===== config.mk =====
export PLATFORM = sky130hd
export DESIGN_NAME = spp_out_fifo
export DESIGN_NICKNAME = d
export VERILOG_FILES = /design/src/rtl/core/spp_pkg.sv /design/src/rtl/core/spp_out_fifo.sv
export VERILOG_INCLUDE_DIRS = /design/src /design/src/rtl/core
export SDC_FILE = /design/constraint.sdc
export NUM_CORES = 1
export LEC_CHECK = 0
export BUFFER_PORTS_ARGS = -buffer_cell sky130_fd_sc_hd__buf_4
export CORE_MARGIN = 2
export CORE_UTILIZATION = 45
export CTS_BUF_LIST = sky130_fd_sc_hd__clkbuf_2 sky130_fd_sc_hd__clkbuf_4 sky130_fd_sc_hd__clkbuf_8
export DETAILED_ROUTE_END_ITERATION = 12
export PLACE_DENSITY = 0.68
export SLEW_MARGIN = 20
export SYNTH_ARGS = -nofsm -noshare
export SYNTH_HDL_FRONTEND = slang
export SYNTH_SLANG_ARGS = --single-unit

===== constraint.sdc =====
create_clock -name clk -period 3.55 [get_ports clk]
set_input_delay 0.355 -clock clk [delete_from_list [all_inputs] [get_ports clk]]
set_output_delay 0.355 -clock clk [all_outputs]
set_load 0.005 [all_outputs]

===== src/rtl/core/starfield_point_projector_defines.svh =====
// Assertion macros for the starfield point projector.
// Used by the RTL files that carry concurrent checks; needs clk and arst_n in scope.
`ifndef STARFIELD_POINT_PROJECTOR_DEFINES_SVH
`define STARFIELD_POINT_PROJECTOR_DEFINES_SVH
`ifndef SYNTH
`define SPP_ASSERT(label, expr, msg) \
	label: assert property (@(posedge clk) disable iff (!arst_n) (expr)) else $error(msg);
`define SPP_ASSERT_IMPLY(label, ante, cons, msg) \
	label: assert property (@(posedge clk) disable iff (!arst_n) (ante) |-> (cons)) \
		else $error(msg);
`else
`define SPP_ASSERT(label, expr, msg)
`define SPP_ASSERT_IMPLY(label, ante, cons, msg)
`endif
`endif


===== src/rtl/core/spp_pkg.sv =====
// Shared types and constants of the starfield point projector.
// No dependencies; every other RTL file refers to it by scoped names.
package spp_pkg;

	// Default table size, output queue depth and pointer width, and divider step counts.
	localparam int STARS_DEF  = 64;
	localparam int FIFO_DEPTH = 16;
	localparam int FIFO_AW    = 4;
	localparam int DIV_STAGES = 10;
	localparam int SIZE_STEPS = 8;

	// Command codes.
	localparam logic CMD_INIT = 1'b0;
	localparam logic CMD_STEP = 1'b1;

	// Register indexes and reset values.
	localparam logic [1:0] REG_SPEED  = 2'd0;
	localparam logic [1:0] REG_DMAX   = 2'd1;
	localparam logic [1:0] REG_WIDTH  = 2'd2;
	localparam logic [1:0] REG_HEIGHT = 2'd3;
	localparam logic [15:0] SPEED_RST  = 16'd128;
	localparam logic [7:0]  DMAX_RST   = 8'd5;
	localparam logic [9:0]  WIDTH_RST  = 10'd320;
	localparam logic [9:0]  HEIGHT_RST = 10'd240;

	typedef struct packed {
		logic [15:0] speed;
		logic [7:0]  dmax;
		logic [9:0]  width;
		logic [9:0]  height;
	} cfg_t;

	// One input transaction.
	typedef struct packed {
		logic        cmd;
		logic [5:0]  idx;
		logic [15:0] rx;
		logic [15:0] ry;
		logic [15:0] rz;
	} cmd_t;

	// One star table entry: x, y signed with 8 fraction bits, depth Q8.8.
	typedef struct packed {
		logic signed [19:0] x;
		logic signed [19:0] y;
		logic [15:0]        z;
	} star_t;

	// Work handed from the update stages to the divider pipeline.
	typedef struct packed {
		logic        vld;
		logic [25:0] nx;
		logic [25:0] ny;
		logic [15:0] z;
		logic [7:0]  zi;
		logic [7:0]  dmax;
		logic [5:0]  idx;
	} div_in_t;

	// One result square.
	typedef struct packed {
		logic [5:0] star;
		logic [7:0] size;
		logic [9:0] y;
		logic [9:0] x;
	} rect_t;

endpackage


===== src/rtl/core/spp_out_fifo.sv =====
// Output queue for result squares, decoupling the divider pipeline from the receiver.
// Depends on spp_pkg for the entry type and depth.
`include "starfield_point_projector_defines.svh"
module spp_out_fifo (
	input  logic            clk,
	input  logic            arst_n,
	input  logic            push,
	input  spp_pkg::rect_t  wdata,
	input  logic            pop,
	output logic            not_empty,
	output spp_pkg::rect_t  rdata,
	output logic [spp_pkg::FIFO_AW:0] level
);

	spp_pkg::rect_t mem [0:spp_pkg::FIFO_DEPTH-1];
	logic [spp_pkg::FIFO_AW-1:0] wptr_q, rptr_q;
	logic [spp_pkg::FIFO_AW:0]   cnt_q;

	// Storage.
	always_ff @(posedge clk) begin
		if (push) begin
			mem[wptr_q] <= wdata;
		end
	end

	// Pointers and fill level.
	always_ff @(posedge clk or negedge arst_n) begin
		if (!arst_n) begin
			wptr_q <= '0;
			rptr_q <= '0;
			cnt_q  <= '0;
		end else begin
			if (push) begin
				wptr_q <= wptr_q + 1'b1;
			end
			if (pop) begin
				rptr_q <= rptr_q + 1'b1;
			end
			cnt_q <= cnt_q + {{spp_pkg::FIFO_AW{1'b0}}, push} - {{spp_pkg::FIFO_AW{1'b0}}, pop};
		end
	end

	assign not_empty = cnt_q != '0;
	assign rdata     = mem[rptr_q];
	assign level     = cnt_q;

	`SPP_ASSERT_IMPLY(a_no_overflow, push && !pop,
		cnt_q < (spp_pkg::FIFO_AW+1)'(spp_pkg::FIFO_DEPTH), "output queue overflow")

endmodule


==> metrics.txt <==
synthesized area=21090 um^2; largest net degree at the start of global routing=53; synth top area cells=edfxtp_1, mux4_2, a22oi_1, dfrtp_1, nand2_1; CTS tree=done; status=complete, no violations; CP Capture Type=primary output; Synthesized Nets=963; CTS Buf Count=88; fin crit share=0.8972; 1st-iter DRT viols=895; DP Wirelength=23600 um; first-pass GRT wire length=66900 um; Overflow after GRT=0; GR Util All Layers=0.1923; Async SR Flop Fraction=0.02334; vias per inst=5.645; kind of critical path=reg -> out; final hold vios=0; antenna viol nets, final=0; crit start category=register; std cell rows=79; crit-path max FO=27; Post-synth EDFFs=544; die area=48610 um^2; DRC Markers=0; clock-pin slew on the worst setup and hold paths=0.06 ns; CTS Buffer Depth=3; H-tree depth=3; fin crit period=3.185 ns; Core Region=46360 um^2; synth cell count leaders=edfxtp_1, mux4_2, a22oi_1, nand2_1, clkbuf_1; multi-input logic area=4275 um^2; M1 WL=18670 um; ant diodes=0; Max Used Layer=met4; #FFs+latches synth=557; Initial Utilization=0.4549; clk_lat worst skew=0.64 ns; FF+latch area=16670 um^2; root buffer cell=clkbuf_8; Final Routed Wirelength=45120 um; fin util=0.5353; total power=19.24 mW; Setup Skew=0.01657 ns; Peak Freq=314.0 MHz; Initial DRT Pass Iterations=5; layout cells sized above 1=0.3506; worst vdd ir=0.4687 mV; Ports=78; fillcell total=3528; syn avg cell area=23.10 um^2; Placed Area=22770 um^2; WL met2=22710 um; Die Height=220.5 um; vias in the first global route=10620; Synth Warn #=0; port buffer count=77; register area share after synthesis=0.7900; top cell type by total area after synthesis=edfxtp_1; Placer Congestion=0.7010; CTS resizes=0; Layout area overhead=17.67%; Avg WL per Cell=25.32 um; Unique masters post-synth=27; Critical Path AT=2.83 ns; Worst Hold Class=in -> async; Die Span X=220.5 um; number of max-cap violations=0; Pins Over Slew Limit=0; Slew @ Worst Pin=0.8421 ns; Detail Route met3 WL=2762 um; Post-Synthesis Cells=913; Final setup viols=0; initial antenna violation count=0; hold slack final=0.09846 ns; Synth top area share=0.7746; # nets final=1157; RSZ-0062 raised after global routing=false; post-route cell area=24820 um^2; count leader, synth=edfxtp_1; CP required=3.19 ns; Leakage=8.106 nW; Sink Count=557; pwr dens=775.5 nW/um^2; Primary FF master, synth=edfxtp_1; slew margin rel.=0.4386; setup TNS=0 ns; vias=10060
-- cell type report --
type                       count  area share
sequential                   557      0.6717
multi-input combinational    299      0.1723
clock buffer                 122     0.05985
timing repair buffer         153     0.05657
tap                          607     0.03061
clock inverter                36    0.007765
inverter                       8    0.001210
-- worst paths after layout --
kind                           start  cells after the start  slack, ns          end
setup reg to reg           wptr_q[2]                      3       1.25  mem[14][13]
min in group clk                 pop                      3       0.52    rptr_q[0]
hold / removal                arst_n                      2        0.1     level[1]
setup / recovery           rptr_q[0]                      5       0.36     rdata[0]
max in group asynchronous     arst_n                      2       3.25    rptr_q[0]
hold reg to reg            wptr_q[0]                      1       0.55    wptr_q[0]
-- timing repair --
action,4_1_cts,5_1_grt
endpoints found under the hold margin,562,0
hold buffers,37,0
buffers inserted,0,0
endpoints found under the setup margin,0,0
-- layout by cell type (no fill, tap or decap), types with 3 or more instances in the layout --
master and instances:
a22oi_1 68, buf_12 13, buf_4 103, clkbuf_4 31, clkbuf_8 91, clkinv_1 21
clkinv_2 9, clkinvlp_4 4, dfrtp_1 11, dlygate4sd3_1 37, edfxtp_1 544, ha_1 11
inv_1 8, mux4_2 136, nand2_1 41, nor2_4 13, nor3_2 3, xnor2_1 5
xor2_1 5
-- stage by stage --
stage / setup WS, ns / instances
4_1_cts: 0.2725 / 1782
3_3_place_gp: 0.9933 / 1587
2_1_floorplan: 0.009958 / 913
5_1_grt: 0.1674 / 1782
6_report: 0.3650 / 1782
3_5_place_dp: 0.9889 / 1587
-- registers in the layout (all words and copies together) (netlist names) --
| register | flops |
|---|---|
| level | 5 |
| rptr_q | 4 |
| mem | 544 |
| wptr_q | 4 |
-- per-layer routing --
layer	track usage	up-vias
li1	-	4270
met1	0.2634	5341
met2	0.3160	367
met3	0.03794	81
met4	0.05682	0
met5	0	-
-- logic make-up after synthesis --
| group | after synthesis | share of synthesized area |
|---|---|---|
| xor gates and xnor gates | 10 | 0.004153 |
| and+or+nand+nor | 67 | 0.01305 |
| DFF | 557 | 0.7900 |
| muxes | 137 | 0.1458 |
| adders and majority gates | 12 | 0.007475 |
| AOI/OAI and AO/OA | 73 | 0.02563 |
| buffers and inverters | 57 | 0.01388 |
-- power by group --
group / internal, mW / switching [mW]
combinational: 2.82 / 2.90
sequential: 7.94 / 0.434
clock: 2.77 / 2.38
total: 13.5 / 5.71
-- worst max-delay path, cell delays in order, from the launching register on --
cell and delay, ns:
dfrtp_4 0.74, buf_12 0.31, mux4_2 0.57, a22oi_1 0.22
nand2_1 0.16, buf_4 0.17
(Power assumes the default switching activity.)
