### src/rtl/core/starfield_point_projector_defines.svh
// Assertion macros for the starfield point projector.
// Used by the RTL files that carry concurrent checks; needs clk and arst_n in scope.
`ifndef STARFIELD_POINT_PROJECTOR_DEFINES_SVH
`define STARFIELD_POINT_PROJECTOR_DEFINES_SVH
`ifndef SYNTH
`define SPP_ASSERT(label, expr, msg) \
	label: assert property (@(posedge clk) disable iff (!arst_n) (expr)) else $error(msg);
`define SPP_ASSERT_IMPLY(label, ante, cons, msg) \
	label: assert property (@(posedge clk) disable iff (!arst_n) (ante) |-> (cons)) \
		else $error(msg);
`else
`define SPP_ASSERT(label, expr, msg)
`define SPP_ASSERT_IMPLY(label, ante, cons, msg)
`endif
`endif

### src/rtl/core/spp_pkg.sv
// Shared types and constants of the starfield point projector.
// No dependencies; every other RTL file refers to it by scoped names.
package spp_pkg;

	// Default table size, output queue depth and pointer width, and divider step counts.
	localparam int STARS_DEF  = 64;
	localparam int FIFO_DEPTH = 16;
	localparam int FIFO_AW    = 4;
	localparam int DIV_STAGES = 10;
	localparam int SIZE_STEPS = 8;

	// Command codes.
	localparam logic CMD_INIT = 1'b0;
	localparam logic CMD_STEP = 1'b1;

	// Register indexes and reset values.
	localparam logic [1:0] REG_SPEED  = 2'd0;
	localparam logic [1:0] REG_DMAX   = 2'd1;
	localparam logic [1:0] REG_WIDTH  = 2'd2;
	localparam logic [1:0] REG_HEIGHT = 2'd3;
	localparam logic [15:0] SPEED_RST  = 16'd128;
	localparam logic [7:0]  DMAX_RST   = 8'd5;
	localparam logic [9:0]  WIDTH_RST  = 10'd320;
	localparam logic [9:0]  HEIGHT_RST = 10'd240;

	typedef struct packed {
		logic [15:0] speed;
		logic [7:0]  dmax;
		logic [9:0]  width;
		logic [9:0]  height;
	} cfg_t;

	// One input transaction.
	typedef struct packed {
		logic        cmd;
		logic [5:0]  idx;
		logic [15:0] rx;
		logic [15:0] ry;
		logic [15:0] rz;
	} cmd_t;

	// One star table entry: x, y signed with 8 fraction bits, depth Q8.8.
	typedef struct packed {
		logic signed [19:0] x;
		logic signed [19:0] y;
		logic [15:0]        z;
	} star_t;

	// Work handed from the update stages to the divider pipeline.
	typedef struct packed {
		logic        vld;
		logic [25:0] nx;
		logic [25:0] ny;
		logic [15:0] z;
		logic [7:0]  zi;
		logic [7:0]  dmax;
		logic [5:0]  idx;
	} div_in_t;

	// One result square.
	typedef struct packed {
		logic [5:0] star;
		logic [7:0] size;
		logic [9:0] y;
		logic [9:0] x;
	} rect_t;

endpackage

### src/rtl/core/spp_div_pipe.sv
// Pipelined restoring dividers: px, py (10 quotient bits) and square size (8 bits).
// Depends on spp_pkg; one bit of each quotient is resolved per stage.
module spp_div_pipe (
	input  logic              clk,
	input  logic              arst_n,
	input  spp_pkg::div_in_t  dv,
	output logic              push,
	output spp_pkg::rect_t    rect
);

	localparam int N = spp_pkg::DIV_STAGES;

	logic        vld_q  [0:N];
	logic [25:0] remx_q [0:N];
	logic [25:0] remy_q [0:N];
	logic [9:0]  qx_q   [0:N];
	logic [9:0]  qy_q   [0:N];
	logic [7:0]  rems_q [0:N];
	logic [7:0]  qs_q   [0:N];
	logic [15:0] z_q    [0:N];
	logic [7:0]  zi_q   [0:N];
	logic [5:0]  idx_q  [0:N];

	logic [7:0]  size, half;

	// Stage 0 load.
	always_ff @(posedge clk or negedge arst_n) begin
		if (!arst_n) begin
			vld_q[0] <= 1'b0;
		end else begin
			vld_q[0] <= dv.vld;
		end
	end

	always_ff @(posedge clk) begin
		remx_q[0] <= dv.nx;
		remy_q[0] <= dv.ny;
		qx_q[0]   <= '0;
		qy_q[0]   <= '0;
		rems_q[0] <= dv.dmax;
		qs_q[0]   <= '0;
		z_q[0]    <= dv.z;
		zi_q[0]   <= dv.zi;
		idx_q[0]  <= dv.idx;
	end

	for (genvar j = 0; j < N; j++) begin : g_stage
		localparam int B  = N - 1 - j;
		localparam int BS = spp_pkg::SIZE_STEPS - 1 - j;
		logic [25:0] dx;
		logic [15:0] ds;
		logic        bx, by, bs;

		// Trial subtraction of the shifted divisor.
		always_comb begin
			dx = 26'(z_q[j]) << B;
			bx = remx_q[j] >= dx;
			by = remy_q[j] >= dx;
			if (BS >= 0) begin
				ds = 16'(zi_q[j]) << ((BS >= 0) ? BS : 0);
				bs = {8'h00, rems_q[j]} >= ds;
			end else begin
				ds = 16'h0000;
				bs = 1'b0;
			end
		end

		always_ff @(posedge clk or negedge arst_n) begin
			if (!arst_n) begin
				vld_q[j+1] <= 1'b0;
			end else begin
				vld_q[j+1] <= vld_q[j];
			end
		end

		always_ff @(posedge clk) begin
			remx_q[j+1] <= bx ? remx_q[j] - dx : remx_q[j];
			remy_q[j+1] <= by ? remy_q[j] - dx : remy_q[j];
			qx_q[j+1]   <= {qx_q[j][8:0], bx};
			qy_q[j+1]   <= {qy_q[j][8:0], by};
			if (BS >= 0) begin
				rems_q[j+1] <= bs ? rems_q[j] - ds[7:0] : rems_q[j];
				qs_q[j+1]   <= {qs_q[j][6:0], bs};
			end else begin
				rems_q[j+1] <= rems_q[j];
				qs_q[j+1]   <= qs_q[j];
			end
			z_q[j+1]   <= z_q[j];
			zi_q[j+1]  <= zi_q[j];
			idx_q[j+1] <= idx_q[j];
		end
	end

	// Size at least one; corner moved up-left by half the size, clamped at zero.
	always_comb begin
		size      = (qs_q[N] == 8'h00) ? 8'h01 : qs_q[N];
		half      = {1'b0, size[7:1]};
		push      = vld_q[N];
		rect.star = idx_q[N];
		rect.size = size;
		rect.x    = (qx_q[N] < 10'(half)) ? 10'h000 : qx_q[N] - 10'(half);
		rect.y    = (qy_q[N] < 10'(half)) ? 10'h000 : qy_q[N] - 10'(half);
	end

endmodule

### config.mk
export PLATFORM = sky130hd
export DESIGN_NAME = spp_div_pipe
export DESIGN_NICKNAME = d
export VERILOG_FILES = /design/src/rtl/core/starfield_point_projector_defines.svh /design/src/rtl/core/spp_pkg.sv /design/src/rtl/core/spp_div_pipe.sv
export SDC_FILE = /design/constraint.sdc
export NUM_CORES = 2
export LEC_CHECK = 0
export BUFFER_PORTS_ARGS = -buffer_cell sky130_fd_sc_hd__buf_2
export CORE_UTILIZATION = 44
export DETAILED_ROUTE_END_ITERATION = 10
export GPL_ROUTABILITY_DRIVEN = 0
export SYNTH_ARGS = -nofsm -noshare
export SYNTH_HDL_FRONTEND = slang
export SYNTH_SLANG_ARGS = --single-unit
export TNS_END_PERCENT = 30
### constraint.sdc
create_clock -name clk -period 2.9 [get_ports clk]
set_input_delay 0.29 -clock clk [delete_from_list [all_inputs] [get_ports clk]]
set_output_delay 0.29 -clock clk [all_outputs]
set_load 0.03 [all_outputs]
==> impl_results.md <==
- Outcome: finished with violations
- Failing checks: negative setup slack
- Sw frac: 0.351
- Mean Syn Cell Area: 9.74 sq um
- Final std cells w/o fill: around 6,300
- Ant. Diodes: 0
- Detailed Place HPWL: 80,900 um
- Critical Path AT: 2.92 ns
- Synthesis-to-layout area growth: 22.1%
- Synth top area cells: dfxtp_1, ha_1, o21ai_0
- Hold Crit Class: primary input to flip-flop
- Setup CP Type: flip-flop to output pin
- Largest net degree at the start of global routing: 33
- Share of the synthesized area in the top cell type: 0.478
- Core area: approximately 97,000 sq um
- Logic pwr share: 0.389
- Worst Clk Skew: between 0.03 and 0.04 ns
- Fill count: about 8,500
- Critical Path Fanout Max: 3
- Sink Count: 1,047
- Maxcap violations: 0
- Most numerous cell in the Yosys netlist: dfxtp_1
- Mapped Nets: 4,944
- Std cell rows: 114
- Slowest stage delay, CP: 0.37 ns
- CTS clk-pin slew, worst paths: 0.06 ns
- Final Slew Violations: 0
- VDD IR-drop max: 582 uV
- Total power after layout: 0.0563 W
- Routed Antenna Nets: 0
- Die area: 99,800 sq um
- Fin crit share: 1.11
- Slew @ Worst Pin: 0.534 ns
- RSZ-0062 raised after global routing: yes
- CP Cell Sequence: ha_4 -> inv_2 -> fa_2 -> nand2_2 -> nand2_2 -> a21oi_4 -> o21bai_4 -> a21oi_4 -> nor2b_4 -> nor3_4 -> mux2_4 -> buf_6
- Chip width: 316 um
- Critical path's slowest cell: dfxtp_4
- Number of cells after detailed placement: about 6,000
- Total CTS buffers: 109
- Top cells by count, synth: dfxtp_1, ha_1, nand2_1
- Sequential share of power: 0.359
- P per Cell Area: ~1100 nW/um^2
- Synth async-reset ratio: 0.0105
- Total gr overflow: 0
- Remaining DRCs: 0
- Nets@finish: 5,453
- Post-placement setup slack: -0.657 ns
- Vias in the first global route: 32,600
- Worst skew pair latency: 0.72 ns
- Tot GR Track Use: 0.207
- Fin crit period: 3.21 ns
- Initial antenna violation count: 0
- H-tree levels: 3
- Sw Pwr: roughly 0.020 W
- Lkg Pwr: 23.3 nW
- Cell variety after synth: 82
- Slew headroom: 0.641
- Post-synth EDFFs: 0
- First-pass DRT Iterations: 5
- Clk buf depth: 3
- Starting DRT DRC Count: 1,637
- # setup viols final: 20
- Sequential share of the synthesized area: 0.485
- Via count: 32,300
- Yosys warning count: 0
- Final core utilization: 0.545
- Post-Syn Instances: 4,454
- Max Clk Rate: 312 MHz
- Synth Register Bits: between 1,000 and 1,500
- CP endpoint kind: output pin
- Port Buf Inserts: roughly 130
- Final wirelength: around 100,000 um
- CTS tree: built
- Final Hold Fails: 0
- Chip height: about 320 um
- First-pass GRT wire length: approximately 160,000 um
- Initial core utilization: 0.447
- Clock root buffer master: clkbuf_16
- Clock share of power: 0.252
- Post-Syn Area: 43,400 sq um
- Crit path launch type: flip-flop
- PnR worst setup slack: -0.309 ns
- I/O pins: approximately 130
- Ys flop type: dfxtp_1
- P_int: 0.0365 W
- Top cell type by total area after synthesis: dfxtp_1
- Vias per inst: 5.11
- Finished Cell Area: 52,900 sq um
- Fraction of layout cells with a size suffix above 1: 0.153
- CP Data Required Time: 2.61 ns
- Avg WL per Cell: 16.5 um
- Placed cell area: 47,200 sq um
==> path summary, 6_finish.rpt <==
| kind | cells past startpoint | endpoint | slack, ns | startpoint |
|---|---|---|---|---|
| max | 12 | rect[8] | -0.31 | qs_q[10][1] |
| min | 2 | remy_q[0][7] | 0.20 | dv[45] |
| max reg2reg | 12 | remy_q[5][25] | 0.03 | remy_q[4][5] |
| min reg2reg | 0 | qy_q[9][4] | 0.32 | qy_q[8][3] |
| max in group asynchronous | 3 | push | 1.98 | arst_n |
| min in group asynchronous | 3 | vld_q[9] | 0.59 | arst_n |
==> state kept, by name (all words and copies together) (netlist names), 52 cells and up <==
signal / cells
remx_q: 260
remy_q: 260
z_q: 160
idx_q: 66
rems_q: 64
zi_q: 64
qx_q: 55
qy_q: 55
qs_q: 52
==> logic make-up (layout without fill, tap and decap cells) <==
kind of cell             after synthesis  after routing  synth area share
adder cells (fa/ha/maj)              397            397             0.119
flip-flops                          1047           1047             0.485
buffers and inverters                396            987            0.0347
AND/OR/NAND/NOR                     1166           1166             0.131
AO/OA/AOI/OAI                       1075           1075             0.152
multiplexers                          71             71            0.0179
XOR/XNOR                             302            302            0.0610
==> critical path, delay by kind of cell, from the launching register on <==
| kind | cells | cell delay [ns] |
|---|---|---|
| muxes | 1 | 0.32 |
| adders and majority gates | 2 | 0.49 |
| DFF | 1 | 0.37 |
| AOI/OAI and AO/OA | 3 | 0.49 |
| buffers and inverters | 2 | 0.18 |
| and+or+nand+nor | 4 | 0.36 |
==> metrics by stage <==
step                      hold WS [ns]  TNS, ns
after floorplan               -0.00559  -0.0604
after global placement           0.166    -6.16
after detailed placement         0.170    -7.54
after CTS                        0.144    -4.40
after global routing             0.181    -6.87
final                            0.199    -4.30
==> metal layers <==
| layer | track usage | vias to the layer above | routed length [um] |
|---|---|---|---|
| met5 | 0 | - | 0 |
| met1 | 0.233 | 14900 | 43800 |
| met2 | 0.380 | 591 | 52300 |
| met3 | 0.0263 | 238 | 3040 |
| met4 | 0.107 | 0 | 5350 |
| li1 | - | 16600 | - |
==> power groups by stage <==
stage	clock network (W)	logic (W)	registers [W]
final	0.0142	0.0219	0.0202
after detailed placement	0	0.0209	0.0204
after floorplan	0	0.0153	0.0195
after global routing	0.0152	0.0244	0.0205
after global placement	0	0.0207	0.0205
after CTS	0.0146	0.0213	0.0202
==> final cells by class <==
| type | instances | area [sq um] | share of cell area |
|---|---|---|---|
| Inverter | 312 | 1180 | 0.0222 |
| Sequential cell | 1047 | 21000 | 0.397 |
| Tap cell | 1276 | 1600 | 0.0302 |
| Timing Repair Buffer | 482 | 3810 | 0.0720 |
| Clock buffer | 150 | 3100 | 0.0586 |
| Clock inverter | 43 | 646 | 0.0122 |
| Multi-Input combinational cell | 3011 | 21600 | 0.408 |
==> layout by cell type, fill, tap and decap left out, types with 26 or more instances in the layout <==
master / synthesis / routed
a21oi_1: 319 / 301
dlygate4sd3_1: 0 / 93
ha_1: 371 / 363
mux2_2: 53 / 51
buf_2: 8 / 107
nor2_1: 281 / 272
xnor2_1: 152 / 150
o21a_1: 56 / 56
a211oi_1: 31 / 26
dfxtp_1: 1036 / 1026
nor4_1: 51 / 42
nand2b_1: 72 / 72
nor2b_1: 75 / 68
buf_4: 0 / 248
o21ai_0: 344 / 330
clkbuf_16: 0 / 109
nor3_1: 81 / 70
o21bai_1: 34 / 32
inv_1: 310 / 306
xor2_1: 150 / 150
nand2_1: 362 / 359
nand3_1: 56 / 55
o31ai_1: 35 / 30
a21o_1: 86 / 86
or3_1: 29 / 29
nand4_1: 46 / 46
==> repair_timing <==
action,4_1_cts,5_1_grt
cloned,0,1
resized for setup,96,118
hold buffers,93,0
hold endpoints to repair,102,0
pin swaps,35,41
setup buffers,35,16
setup endpoints to repair,71,180
Power figures use the tool's default switching activity.
